==> src/rtl/bfpa_pkg.sv <==
// Shared constants and types of the best-fit page run allocator.
package bfpa_pkg;

   localparam int TotalPages = 128;
   localparam int PageSize   = 4096;
   localparam int MaxRuns    = 64;
   localparam logic [31:0] BaseReset = 32'h0070_0000;

   localparam int PageShift = $clog2(PageSize);
   localparam int RunW      = 8;
   localparam int IdxW      = $clog2(MaxRuns);
   localparam int CntW      = $clog2(MaxRuns + 1);
   localparam int PagesW    = 21 - PageShift;
   localparam int ArW       = ((PagesW > RunW) ? PagesW : RunW) + 1;

   typedef enum logic {
      OP_ALLOC = 1'b0,
      OP_FREE  = 1'b1
   } op_type;

   typedef enum logic [1:0] {
      STAT_ALLOCATED = 2'd0,
      STAT_FREED     = 2'd1,
      STAT_NO_FIT    = 2'd2,
      STAT_LIST_FULL = 2'd3
   } status_type;

   typedef enum logic [2:0] {
      S_INIT,
      S_IDLE,
      S_SCAN,
      S_DECIDE,
      S_SHIFT_DN,
      S_SHIFT_UP,
      S_WRITE_NEW,
      S_RESP
   } state_type;

   typedef struct packed {
      logic [RunW-1:0] start;
      logic [RunW-1:0] length;
   } run_type;

endpackage

==> src/rtl/bfpa_ram.sv <==
// Generic single-write, single-read RAM with registered read data.
module bfpa_ram #(
   parameter int Width = 16,
   parameter int Depth = 64
) (
   input  logic                     clock,
   input  logic                     wr_en,
   input  logic [$clog2(Depth)-1:0] wr_addr,
   input  logic [Width-1:0]         wr_data,
   input  logic [$clog2(Depth)-1:0] rd_addr,
   output logic [Width-1:0]         rd_data
);

   logic [Width-1:0] mem_ff [Depth];
   logic [Width-1:0] rd_data_ff;

   always_ff @(posedge clock) begin
      if (wr_en) begin
         mem_ff[wr_addr] <= wr_data;
      end
      rd_data_ff <= mem_ff[rd_addr];
   end

   assign rd_data = rd_data_ff;

endmodule

==> src/rtl/best_fit_page_run_allocator.sv <==
// Top level of the best-fit page run allocator: sequencer, run list and result register.
//
// The block manages TotalPages pages of PageSize bytes starting at region_base.
// Free space is an address-sorted list of runs held in a one-port-each RAM.
// Requests arrive on the req_ channel (valid/ready); an allocate returns the byte
// address of the chosen run's front, a free merges pages back into the list.
// Each request produces exactly one transfer on the rsp_ channel.
// One request is worked at a time: req_ready is high only while the sequencer idles.
// A request scans the list once through the RAM read port, decides in S_DECIDE,
// and may then move entries up or down one per cycle (when a new run is opened,
// S_WRITE_NEW then writes it), and finally loads the result register in S_RESP.
// The result sits in an output register; if the receiver stalls, the block holds
// the finished result and waits before loading the next one, so no result is lost.
// Reset is synchronous and active high; after reset the sequencer first writes
// the single run covering the whole region, then raises req_ready.
// The user must write region_base through csr_write_enable/csr_write_data only while
// idle; the block itself does not enforce this.
module best_fit_page_run_allocator (
   input  logic        clock,
   input  logic        reset,
   input  logic        req_valid,
   output logic        req_ready,
   input  logic        req_operation,
   input  logic [19:0] req_byte_size,
   input  logic [31:0] req_address,
   output logic        rsp_valid,
   input  logic        rsp_ready,
   output logic [31:0] rsp_block_address,
   output logic [1:0]  rsp_status,
   input  logic        csr_write_enable,
   input  logic [31:0] csr_write_data
);
   import bfpa_pkg::*;

   state_type         state_ff, state_in;
   logic [31:0]       base_ff, base_in;
   logic [CntW-1:0]   count_ff, count_in;
   op_type            op_ff, op_in;
   logic [PagesW-1:0] pages_ff, pages_in;
   logic [RunW-1:0]   page_ff, page_in;
   logic [RunW:0]     end_ff, end_in;
   logic              bad_ff, bad_in;
   logic [CntW-1:0]   scan_ff, scan_in;
   logic [CntW-1:0]   ptr_ff, ptr_in;
   logic              pend_ff, pend_in;
   logic [IdxW-1:0]   pend_idx_ff, pend_idx_in;
   logic              found_ff, found_in;
   logic              exact_ff, exact_in;
   logic [IdxW-1:0]   best_idx_ff, best_idx_in;
   run_type           best_ff, best_in;
   logic              overlap_ff, overlap_in;
   logic              lv_ff, lv_in;
   logic [IdxW-1:0]   left_idx_ff, left_idx_in;
   run_type           left_ff, left_in;
   logic              rf_ff, rf_in;
   logic [IdxW-1:0]   right_idx_ff, right_idx_in;
   run_type           right_ff, right_in;
   logic [31:0]       res_addr_ff, res_addr_in;
   status_type        res_status_ff, res_status_in;
   logic              rsp_valid_ff, rsp_valid_in;
   logic [31:0]       rsp_addr_ff, rsp_addr_in;
   status_type        rsp_status_ff, rsp_status_in;

   logic              ram_we;
   logic [IdxW-1:0]   ram_waddr;
   run_type           ram_wdata;
   logic [IdxW-1:0]   ram_raddr;
   logic [2*RunW-1:0] ram_rdata;
   run_type           rd;

   logic [31:0]       diff;
   logic [31:0]       pg;
   logic [ArW-1:0]    rd_len_x, pages_x, rd_end_x;
   logic              left_hit, right_hit;
   logic [CntW-1:0]   ins_idx;

   bfpa_ram #(
      .Width(2 * RunW),
      .Depth(MaxRuns)
   ) u_runs (
      .clock  (clock),
      .wr_en  (ram_we),
      .wr_addr(ram_waddr),
      .wr_data(ram_wdata),
      .rd_addr(ram_raddr),
      .rd_data(ram_rdata)
   );

   assign rd = run_type'(ram_rdata);

   always_ff @(posedge clock) begin
      if (reset) begin
         state_ff     <= S_INIT;
         base_ff      <= BaseReset;
         count_ff     <= CntW'(1);
         pend_ff      <= 1'b0;
         rsp_valid_ff <= 1'b0;
      end else begin
         state_ff     <= state_in;
         base_ff      <= base_in;
         count_ff     <= count_in;
         pend_ff      <= pend_in;
         rsp_valid_ff <= rsp_valid_in;
      end
      op_ff         <= op_in;
      pages_ff      <= pages_in;
      page_ff       <= page_in;
      end_ff        <= end_in;
      bad_ff        <= bad_in;
      scan_ff       <= scan_in;
      ptr_ff        <= ptr_in;
      pend_idx_ff   <= pend_idx_in;
      found_ff      <= found_in;
      exact_ff      <= exact_in;
      best_idx_ff   <= best_idx_in;
      best_ff       <= best_in;
      overlap_ff    <= overlap_in;
      lv_ff         <= lv_in;
      left_idx_ff   <= left_idx_in;
      left_ff       <= left_in;
      rf_ff         <= rf_in;
      right_idx_ff  <= right_idx_in;
      right_ff      <= right_in;
      res_addr_ff   <= res_addr_in;
      res_status_ff <= res_status_in;
      rsp_addr_ff   <= rsp_addr_in;
      rsp_status_ff <= rsp_status_in;
   end

   always_comb begin
      state_in      = state_ff;
      base_in       = csr_write_enable ? csr_write_data : base_ff;
      count_in      = count_ff;
      op_in         = op_ff;
      pages_in      = pages_ff;
      page_in       = page_ff;
      end_in        = end_ff;
      bad_in        = bad_ff;
      scan_in       = scan_ff;
      ptr_in        = ptr_ff;
      pend_in       = pend_ff;
      pend_idx_in   = pend_idx_ff;
      found_in      = found_ff;
      exact_in      = exact_ff;
      best_idx_in   = best_idx_ff;
      best_in       = best_ff;
      overlap_in    = overlap_ff;
      lv_in         = lv_ff;
      left_idx_in   = left_idx_ff;
      left_in       = left_ff;
      rf_in         = rf_ff;
      right_idx_in  = right_idx_ff;
      right_in      = right_ff;
      res_addr_in   = res_addr_ff;
      res_status_in = res_status_ff;
      rsp_valid_in  = rsp_valid_ff & ~rsp_ready;
      rsp_addr_in   = rsp_addr_ff;
      rsp_status_in = rsp_status_ff;
      ram_we        = 1'b0;
      ram_waddr     = '0;
      ram_wdata     = '0;
      ram_raddr     = '0;
      req_ready     = 1'b0;

      diff     = req_address - base_ff;
      pg       = diff >> PageShift;
      rd_len_x = ArW'(rd.length);
      rd_end_x = ArW'(rd.start) + ArW'(rd.length);
      pages_x  = ArW'(pages_ff);
      left_hit = lv_ff && ((ArW'(left_ff.start) + ArW'(left_ff.length)) == ArW'(page_ff));
      right_hit = rf_ff && (ArW'(right_ff.start) == ArW'(end_ff));
      ins_idx  = rf_ff ? CntW'(right_idx_ff) : count_ff;

      unique case (state_ff)
         S_INIT: begin
            // Seed the list with one run covering the whole region.
            ram_we    = 1'b1;
            ram_waddr = '0;
            ram_wdata = '{start: '0, length: RunW'(TotalPages)};
            state_in  = S_IDLE;
         end
         S_IDLE: begin
            req_ready = 1'b1;
            if (req_valid) begin
               op_in      = op_type'(req_operation);
               pages_in   = PagesW'(req_byte_size >> PageShift) + PagesW'(1);
               page_in    = pg[RunW-1:0];
               end_in     = (RunW+1)'(pg[RunW-1:0]) +
                            (RunW+1)'(PagesW'(req_byte_size >> PageShift) + PagesW'(1));
               bad_in     = (pg >= 32'(TotalPages)) ||
                            (32'(PagesW'(req_byte_size >> PageShift) + PagesW'(1)) >
                             (32'(TotalPages) - pg));
               scan_in    = '0;
               pend_in    = 1'b0;
               found_in   = 1'b0;
               exact_in   = 1'b0;
               overlap_in = 1'b0;
               lv_in      = 1'b0;
               rf_in      = 1'b0;
               state_in   = S_SCAN;
            end
         end
         S_SCAN: begin
            if (pend_ff) begin
               if (op_ff == OP_ALLOC) begin
                  if (!exact_ff) begin
                     if (rd_len_x == pages_x) begin
                        exact_in    = 1'b1;
                        found_in    = 1'b1;
                        best_idx_in = pend_idx_ff;
                        best_in     = rd;
                     end else if (rd_len_x > pages_x &&
                                  (!found_ff || rd.length < best_ff.length)) begin
                        found_in    = 1'b1;
                        best_idx_in = pend_idx_ff;
                        best_in     = rd;
                     end
                  end
               end else begin
                  if (ArW'(rd.start) < ArW'(end_ff) && ArW'(page_ff) < rd_end_x) begin
                     overlap_in = 1'b1;
                  end
                  if (rd.start <= page_ff) begin
                     lv_in       = 1'b1;
                     left_idx_in = pend_idx_ff;
                     left_in     = rd;
                  end else if (!rf_ff) begin
                     rf_in        = 1'b1;
                     right_idx_in = pend_idx_ff;
                     right_in     = rd;
                  end
               end
            end
            if (scan_ff < count_ff) begin
               ram_raddr   = scan_ff[IdxW-1:0];
               pend_in     = 1'b1;
               pend_idx_in = scan_ff[IdxW-1:0];
               scan_in     = scan_ff + CntW'(1);
            end else begin
               pend_in = 1'b0;
               if (!pend_ff) begin
                  state_in = S_DECIDE;
               end
            end
         end
         S_DECIDE: begin
            pend_in = 1'b0;
            if (op_ff == OP_ALLOC) begin
               if (!found_ff) begin
                  res_addr_in   = '0;
                  res_status_in = STAT_NO_FIT;
                  state_in      = S_RESP;
               end else begin
                  res_addr_in   = base_ff + (32'(best_ff.start) << PageShift);
                  res_status_in = STAT_ALLOCATED;
                  if (exact_ff) begin
                     ptr_in   = CntW'(best_idx_ff) + CntW'(1);
                     state_in = S_SHIFT_DN;
                  end else begin
                     ram_we    = 1'b1;
                     ram_waddr = best_idx_ff;
                     ram_wdata = '{start: best_ff.start + pages_ff[RunW-1:0],
                                   length: best_ff.length - pages_ff[RunW-1:0]};
                     state_in  = S_RESP;
                  end
               end
            end else begin
               res_addr_in   = '0;
               res_status_in = STAT_FREED;
               state_in      = S_RESP;
               if (!bad_ff && !overlap_ff) begin
                  if (left_hit && right_hit) begin
                     ram_we    = 1'b1;
                     ram_waddr = left_idx_ff;
                     ram_wdata = '{start: left_ff.start,
                                   length: left_ff.length + pages_ff[RunW-1:0] +
                                           right_ff.length};
                     ptr_in    = CntW'(right_idx_ff) + CntW'(1);
                     state_in  = S_SHIFT_DN;
                  end else if (right_hit) begin
                     ram_we    = 1'b1;
                     ram_waddr = right_idx_ff;
                     ram_wdata = '{start: page_ff,
                                   length: right_ff.length + pages_ff[RunW-1:0]};
                  end else if (left_hit) begin
                     ram_we    = 1'b1;
                     ram_waddr = left_idx_ff;
                     ram_wdata = '{start: left_ff.start,
                                   length: left_ff.length + pages_ff[RunW-1:0]};
                  end else if (count_ff == CntW'(MaxRuns)) begin
                     res_status_in = STAT_LIST_FULL;
                  end else begin
                     ptr_in   = count_ff;
                     state_in = S_SHIFT_UP;
                  end
               end
            end
         end
         S_SHIFT_DN: begin
            // Close the gap: each entry above the dropped one moves down a slot.
            if (pend_ff) begin
               ram_we    = 1'b1;
               ram_waddr = pend_idx_ff - IdxW'(1);
               ram_wdata = rd;
            end
            if (ptr_ff < count_ff) begin
               ram_raddr   = ptr_ff[IdxW-1:0];
               pend_in     = 1'b1;
               pend_idx_in = ptr_ff[IdxW-1:0];
               ptr_in      = ptr_ff + CntW'(1);
            end else begin
               pend_in = 1'b0;
               if (!pend_ff) begin
                  count_in = count_ff - CntW'(1);
                  state_in = S_RESP;
               end
            end
         end
         S_SHIFT_UP: begin
            // Open a slot at the insertion point, working from the top down.
            if (pend_ff) begin
               ram_we    = 1'b1;
               ram_waddr = pend_idx_ff + IdxW'(1);
               ram_wdata = rd;
            end
            if (ptr_ff > ins_idx) begin
               ram_raddr   = IdxW'(ptr_ff - CntW'(1));
               pend_in     = 1'b1;
               pend_idx_in = IdxW'(ptr_ff - CntW'(1));
               ptr_in      = ptr_ff - CntW'(1);
            end else begin
               pend_in = 1'b0;
               if (!pend_ff) begin
                  state_in = S_WRITE_NEW;
               end
            end
         end
         S_WRITE_NEW: begin
            ram_we    = 1'b1;
            ram_waddr = ins_idx[IdxW-1:0];
            ram_wdata = '{start: page_ff, length: pages_ff[RunW-1:0]};
            count_in  = count_ff + CntW'(1);
            state_in  = S_RESP;
         end
         S_RESP: begin
            if (!rsp_valid_ff || rsp_ready) begin
               rsp_valid_in  = 1'b1;
               rsp_addr_in   = res_addr_ff;
               rsp_status_in = res_status_ff;
               state_in      = S_IDLE;
            end
         end
         default: begin
            state_in = S_IDLE;
         end
      endcase
   end

   assign rsp_valid         = rsp_valid_ff;
   assign rsp_block_address = rsp_addr_ff;
   assign rsp_status        = rsp_status_ff;

`ifndef SYNTH
   a_count_bound: assert property (@(posedge clock) disable iff (reset)
      count_ff <= CntW'(MaxRuns))
      else $error("run count exceeds list capacity");

   a_one_at_a_time: assert property (@(posedge clock) disable iff (reset)
      req_valid && req_ready |=> !req_ready)
      else $error("second request taken while one is in flight");

   a_addr_zero: assert property (@(posedge clock) disable iff (reset)
      rsp_valid && rsp_status != STAT_ALLOCATED |-> rsp_block_address == 32'd0)
      else $error("nonzero address on a non-allocate result");

   a_write_in_list: assert property (@(posedge clock) disable iff (reset)
      ram_we |-> CntW'(ram_waddr) <= count_ff)
      else $error("run write beyond end of list");

   a_resp_load: assert property (@(posedge clock) disable iff (reset)
      state_ff == S_RESP && (!rsp_valid || rsp_ready) |=> rsp_valid)
      else $error("finished result was not presented");
`endif

endmodule

==> config.mk <==
export PLATFORM = sky130hd
export DESIGN_NAME = best_fit_page_run_allocator
export DESIGN_NICKNAME = d
export VERILOG_FILES = /design/src/rtl/bfpa_pkg.sv /design/src/rtl/bfpa_ram.sv /design/src/rtl/best_fit_page_run_allocator.sv
export SDC_FILE = /design/constraint.sdc
export NUM_CORES = 2
export LEC_CHECK = 0
export BUFFER_PORTS_ARGS = -buffer_cell sky130_fd_sc_hd__buf_2
export CORE_MARGIN = 2
export CORE_UTILIZATION = 50
export CTS_CLUSTER_DIAMETER = 60
export DETAILED_ROUTE_END_ITERATION = 6
export GPL_TIMING_DRIVEN = 0
export PLACE_DENSITY_LB_ADDON = 0.3
export SYNTH_ARGS = -nofsm -noshare
export SYNTH_HDL_FRONTEND = slang
export SYNTH_HIERARCHICAL = 1
export SYNTH_SLANG_ARGS = --single-unit
==> constraint.sdc <==
create_clock -name clock -period 7.21 [get_ports clock]
set_input_delay 0.3605 -clock clock [delete_from_list [all_inputs] [get_ports clock]]
set_output_delay 0.3605 -clock clock [all_outputs]
set_load 0.01 [all_outputs]
Word level (Yosys, flattened, before mapping)
Memory sizes are Yosys's and may differ from the RTL's. A register that Yosys moved wholly into a read port is not among the register bits.
Index checks and enable logic that the tools add are counted.
- register bits: 231
- memory bits (writable): 1024
- output and inout bits: 36
- word-level logic and storage cells: 261
- memories kept: 1
- $add $sub $neg: 22
- order comparisons: 10
- equal/unequal tests: 36
- multiplexer cells: 115
- bitwise gates (word level): 7
- reductions and logical operators: 39
- memory list (memory ; words ; bits a word ; rd ports ; clocked after memory_dff ; wr ports ; line ; RTL):
    u_runs.mem_ff ; 64 ; 16 ; 1 ; 1 ; 1 ; bfpa_ram.sv:14 ; logic [Width-1:0] mem_ff [Depth];
- operator list (kind ; number):
    16-bit 2-to-1 mux ; 10
    7-bit 2-to-1 mux ; 15
    6-bit 2-to-1 mux ; 17
    16-bit case mux with 4 select lines ; 1
    2-bit inequality test, second input constant ; 18
    6-bit case mux with 3 select lines ; 2
    1-bit 2-to-1 mux ; 35
    32-bit by 20-bit adder with 32-bit output ; 1
    8-bit adder ; 4
    9-bit by 32-bit > comparator with 1-bit output ; 1
    32-bit subtractor ; 1
    2-bit 2-to-1 mux ; 14
    7-bit case mux with 2 select lines ; 2
    3-bit 2-to-1 mux ; 9
    5-bit AND reduction ; 5
    3-bit case mux with 8 select lines ; 1
    6-bit case mux with 4 select lines ; 1
    7-bit by 1-bit adder with 7-bit output, second input constant ; 3
    7-bit case mux with 3 select lines ; 1
    8-bit by 20-bit subtractor with 21-bit output, first input constant ; 1
    20-bit by 8-bit greater-or-equal comparator with 1-bit output, second input constant ; 1
    8-bit by 1-bit adder with 9-bit output, second input constant ; 2
    8-bit by 8-bit adder with 9-bit output ; 2
    8-bit by 9-bit == test with 1-bit output ; 2
    other kinds (38) ; 80

Depth between registers and ports, before layout
- depth in word-level cells: 11
- mapped depth: 22
- mapped depth without buffers: 21

Hierarchy
The synthesis kept the hierarchy.
- modules (own cells, without submodules) (module ; instances ; cells an instance ; area an instance (µm²) ; sequential area each (µm²)):
    bfpa_ram ; 1 ; 1820 ; 39978.3 ; 31069.8
    best_fit_page_run_allocator ; 1 ; 1602 ; 16026.6 ; 6496.2

Worst setup path before layout
OpenSTA, ideal clock, no wires.
- kind: register to register
- from: register left_ff[0] (netlist name)
- to: memory u_runs.mem_ff[0][2] (data pin)
- arrival: 5515 ps
- required time: 6508 ps
- slack: 993 ps
- cell stages (with the launch flop): 15
- period minus slack after synthesis: 6217 ps
- cells stage by stage: edfxtp_1 ha_1 inv_1 fa_1 xnor2_1 nor4b_1 nand3_1 nor4_1 and4_1 clkbuf_1 nand2_1 clkbuf_1 a211oi_1 a31oi_1 o21ai_0
- RTL lines (element ; line ; RTL):
    from (decl) ; best_fit_page_run_allocator.sv:54 ; run_type left_ff, left_in;
    from (signal assigned) ; best_fit_page_run_allocator.sv:120 ; left_ff <= left_in;
    to (decl) ; bfpa_ram.sv:14 ;

Final worst setup path
- from: register left_ff[0] (netlist name)
- to: memory u_runs.mem_ff[27][8] (enable)
- elaborated cells between the ends (all ways): 18
- classes of those cells: add/sub: 1; eq/ne: 1; mux: 14; reduce/logical: 2
- RTL lines (element ; line ; RTL):
    8-bit by 8-bit adder with 9-bit output (*) ; best_fit_page_run_allocator.sv:170 ; left_hit = lv_ff && ((ArW'(left_ff.start) + ArW'(left_ff.length)) == ArW'(page_ff));
    9-bit by 8-bit == test with 1-bit output (*) ; best_fit_page_run_allocator.sv:170 ;
    1-bit logical AND (*) ; best_fit_page_run_allocator.sv:170 ;
    6-bit 2-to-1 mux ; best_fit_page_run_allocator.sv:285 ; end else if (left_hit) begin
    6-bit 2-to-1 mux ; best_fit_page_run_allocator.sv:280 ; end else if (right_hit) begin
    6-bit 2-to-1 mux (*) ; best_fit_page_run_allocator.sv:272 ; if (left_hit && right_hit) begin
    6-bit 2-to-1 mux (*) ; best_fit_page_run_allocator.sv:271 ; if (!bad_ff && !overlap_ff) begin
    6-bit 2-to-1 mux (*) ; best_fit_page_run_allocator.sv:248 ; if (op_ff == OP_ALLOC) begin
    6-bit case mux with 4 select lines (*) ; best_fit_page_run_allocator.sv:174 ; unique case (state_ff)
    net ram_waddr[1] ; best_fit_page_run_allocator.sv:65 ; logic [IdxW-1:0] ram_waddr;
The timed path passes the listed nets; every way through them passes the cells marked *.

==> impl_results.md <==
- Drt pass-1 iters: 6
- Final setup vio count: 0
- Largest net degree at the start of global routing: 41
- Syn Inst Count: around 3400
- # rows: 122
- WL/cell: 27.25 microns
- Cells after DPL: just over 5000
- Grt ovf: 0
- CP Launch Point: left_ff[0]
- PwrDens: 306.1 mW/mm^2
- DR top layer: met5
- Final Hold Vio Count: 0
- Peak Freq: about 150 MHz
- Post-CTS sizing: 0
- Number of cells on the worst reg-to-reg path: 18
- CP Capture Point: u_runs/mem_ff[27][8]
- YS warnings: 6
- Total core area: between 0.1 and 0.15 sq mm
- Ys flop type: edfxtp_1
- Maximum vdd drop: 0.2316 mV
- Crit share post-route: 90.46%
- R2r startpoint: left_ff[0]
- Post-layout nets: around 4000
- Final slew viol count: 0
- Layout cells sized above 1: 20.81%
- Via count: 32916
- DP Wirelength: just over 100000 microns
- Hold crit path type: in2reg
- Clock transition at path regs: 60 ps
- Worst EP required: between 7000 and 8000 ps
- Crit Path Max Fanout: 16
- Chip Height: ~340 microns
- P&R area growth vs syn: 16.30%
- Final worst path period need: around 6500 ps
- Status: finished clean
- Detailed Route WL: 147000 microns
- # port buffers: about 110
- Syn Area/Cell: between 15 and 20 sq um
- Slew HR: between 10% and 20%
- Clock sinks: around 1300
- Starting Density: approximately half
- GP Congestion: around 0.96
- Initial DRC count: just over 4000
- CP Class: reg2reg
- Sequential-to-total area share from yosys stat: 67.08%
- Total negative setup slack: 0 ps
- R2R Setup Slk: just under 700 ps
- CTS tree: yes
- Num ports: roughly 130
- DR WL met2: just over 70000 microns
- Initial antenna violation count: 7
- Yosys reg bits: ~1300
- Routed wl met3: about 12000 microns
- Pre-CTS WS: around 760 ps
- Mapped Area: 0.05600 sq mm
- # DRC: 0
- Via density per instance: 6.103
- Crit path launch type: flip-flop
- Ys async rst share: 0%
- Die ar.: about 0.11 sq mm
- Via count of the first global-routing pass: around 33000
- CTS Buf Count: around 130
- Crit end category: flip-flop
- Root buffer cell: clkbuf_16
- Worst-Margin Slew: 1219 ps
- Bufs on Longest Clock Path: 3
- Final cell count without fillers: roughly 5400
- Die X: between 300 and 400 microns
- Critical Path AT: 6880 ps
- Worst skew pair latency: 760 ps
- Pleak: ~21 nW
- Pwr Total: ~0.020 W
- EDFF count, synth: roughly 1200
- RSZ-0062 raised after global routing: no
- First-pass GRT wire length: around 220000 microns
- Library cells used by synthesis: just over 90
- Final worst setup slack: roughly 690 ps
- Syn Nets: between 3000 and 4000
- H-tree depth: 4
- Reg2reg end: u_runs/mem_ff[27][8]
- Max_cap viols: 0
- Final antenna-violating net count: 0
- Total GRT Usage: between 20% and 30%
- Final Skew: around 25 ps
- Metal-1 WL: approximately 58000 microns
-- synthesized netlist by cell type (all sizes together) (20+ instances only) --
cell type,number,area share (%)
a31oi,24,0.28
a22oi,78,1.0
a21oi,114,1.0
buf,71,1.0
o21bai,20,0.27
nor2,205,1.4
clkbuf,87,0.58
nor3,30,0.28
ha,175,3.9
mux4,223,9.0
mux2i,137,2.4
edfxtp,1211,65
inv,126,0.84
a221oi,24,0.39
a21o,70,0.94
dfxtp,60,2.1
nand3,83,0.74
xor2,44,0.70
o21ai,90,0.80
xnor2,99,1.5
nor2b,46,0.51
nand2,100,0.68
-- how the worst min path moves through the flow --
| stage | from | to | cells after the start |
|---|---|---|---|
| after global placement | res_status_ff[0] | rsp_status[0] | 0 |
| final | req_byte_size[14] | pages_ff[2] | 2 |
| after CTS | req_byte_size[14] | pages_ff[2] | 2 |
| after detailed placement | res_addr_ff[21] | rsp_block_address[21] | 0 |
| after floorplan | res_addr_ff[0] | rsp_block_address[0] | 0 |
| after global routing | req_byte_size[14] | pages_ff[2] | 2 |
-- state kept, by name, summed over array words and instances, names as in the netlist, 7 cells and up --
| signal | count |
|---|---|
| u_runs/mem_ff | 1024 |
| end_ff | 9 |
| best_ff | 16 |
| right_ff | 16 |
| page_ff | 8 |
| scan_ff | 7 |
| pages_ff | 9 |
| left_ff | 16 |
| count_ff | 7 |
| base_ff | 32 |
| rsp_block_address | 32 |
| u_runs/rd_data | 16 |
| ptr_ff | 7 |
| res_addr_ff | 32 |
-- through the flow --
step	util, %	instance area [sq um]	hold WS [ps]
after global placement	52.72	58430	402.9
after global routing	58.77	65130	51.88
after CTS	58.76	65120	10.89
final	58.77	65130	54.43
after detailed placement	54.49	60390	404.5
after floorplan	-	56010	400.3
-- power breakdown --
group	total [W]	switching [W]	internal [W]
logic	0.00428	0.00265	0.00163
registers	0.00884	0.000289	0.00855
clock network	0.00682	0.00291	0.00391
total	0.0199	0.00585	0.0141
-- critical path, stage by stage (launching register included) --
cell and delay, ps:
edfxtp_1 420, ha_1 240, inv_1 70, fa_1 420, xnor2_1 150, nor4b_1 260
nand3_1 110, nor4_1 340, nand4_1 330, nor2_1 400, clkbuf_1 580, nand2_1 130
a31oi_1 210, a221o_1 310, clkbuf_1 380, nand3b_1 240, or2_2 330, clkbuf_1 330
nor2_2 850
-- placed cells by master (no fill, tap or decap), drive strengths merged, types with 19 or more instances in the layout --
master       netlist  layout
clkbuf            87     259
nand2            100     100
ha               175     175
a31oi             24      24
xor2              44      44
mux2i            137     137
o21bai            20      20
a21oi            114     114
o21ai             90      90
nand2b            19      19
a221oi            24      24
nor3              30      30
mux4             223     223
dlygate4sd3        0      35
clkinv             4      54
edfxtp          1211    1211
xnor2             99      99
nor2b             46      46
buf               71     271
nor2             205     205
a211oi            19      19
a21o              70      70
a22oi             78      78
inv              126     136
dfxtp             60      60
nand4             19      19
nand3             83      83
-- layout make-up --
cell class | instances | area (sq um)
fillers | 8298 | 45690
repair buffers | 235 | 2514
plain buffers | 158 | 903.4
inverters | 130 | 488.0
well taps | 1488 | 1862
diodes | 3 | 7.507
multi-input cells | 1863 | 17410
clock inverters | 73 | 728.2
flip-flops and latches | 1271 | 37570
clock buffers | 172 | 3651
-- timing repair --
| item | in CTS | in global routing |
|---|---|---|
| setup buffers | 0 | 0 |
| endpoints found under the hold margin | 37 | 0 |
| endpoints found under the setup margin | 0 | 0 |
| hold buffers | 35 | 0 |
-- layer usage --
layer	global-route usage [%]	vias to the layer above
met5	0	-
met4	10.67	6
met3	4.554	314
met2	41.54	1651
met1	34.30	16633
li1	-	14312
-- kinds of logic (layout without fill, tap and decap cells) --
group           count (synthesis)  count (layout)  share of synthesized area [%]
compound gates                554             554                          6.814
mux                           375             375                          11.73
flops                        1271            1271                          67.08
other cells                     0               3                              0
xor+xnor                      143             143                          2.250
fa+ha+maj                     185             185                          4.267
simple gates                  606             606                          5.377
buf+inv                       288             768                          2.484
Power figures use the tool's default switching activity.
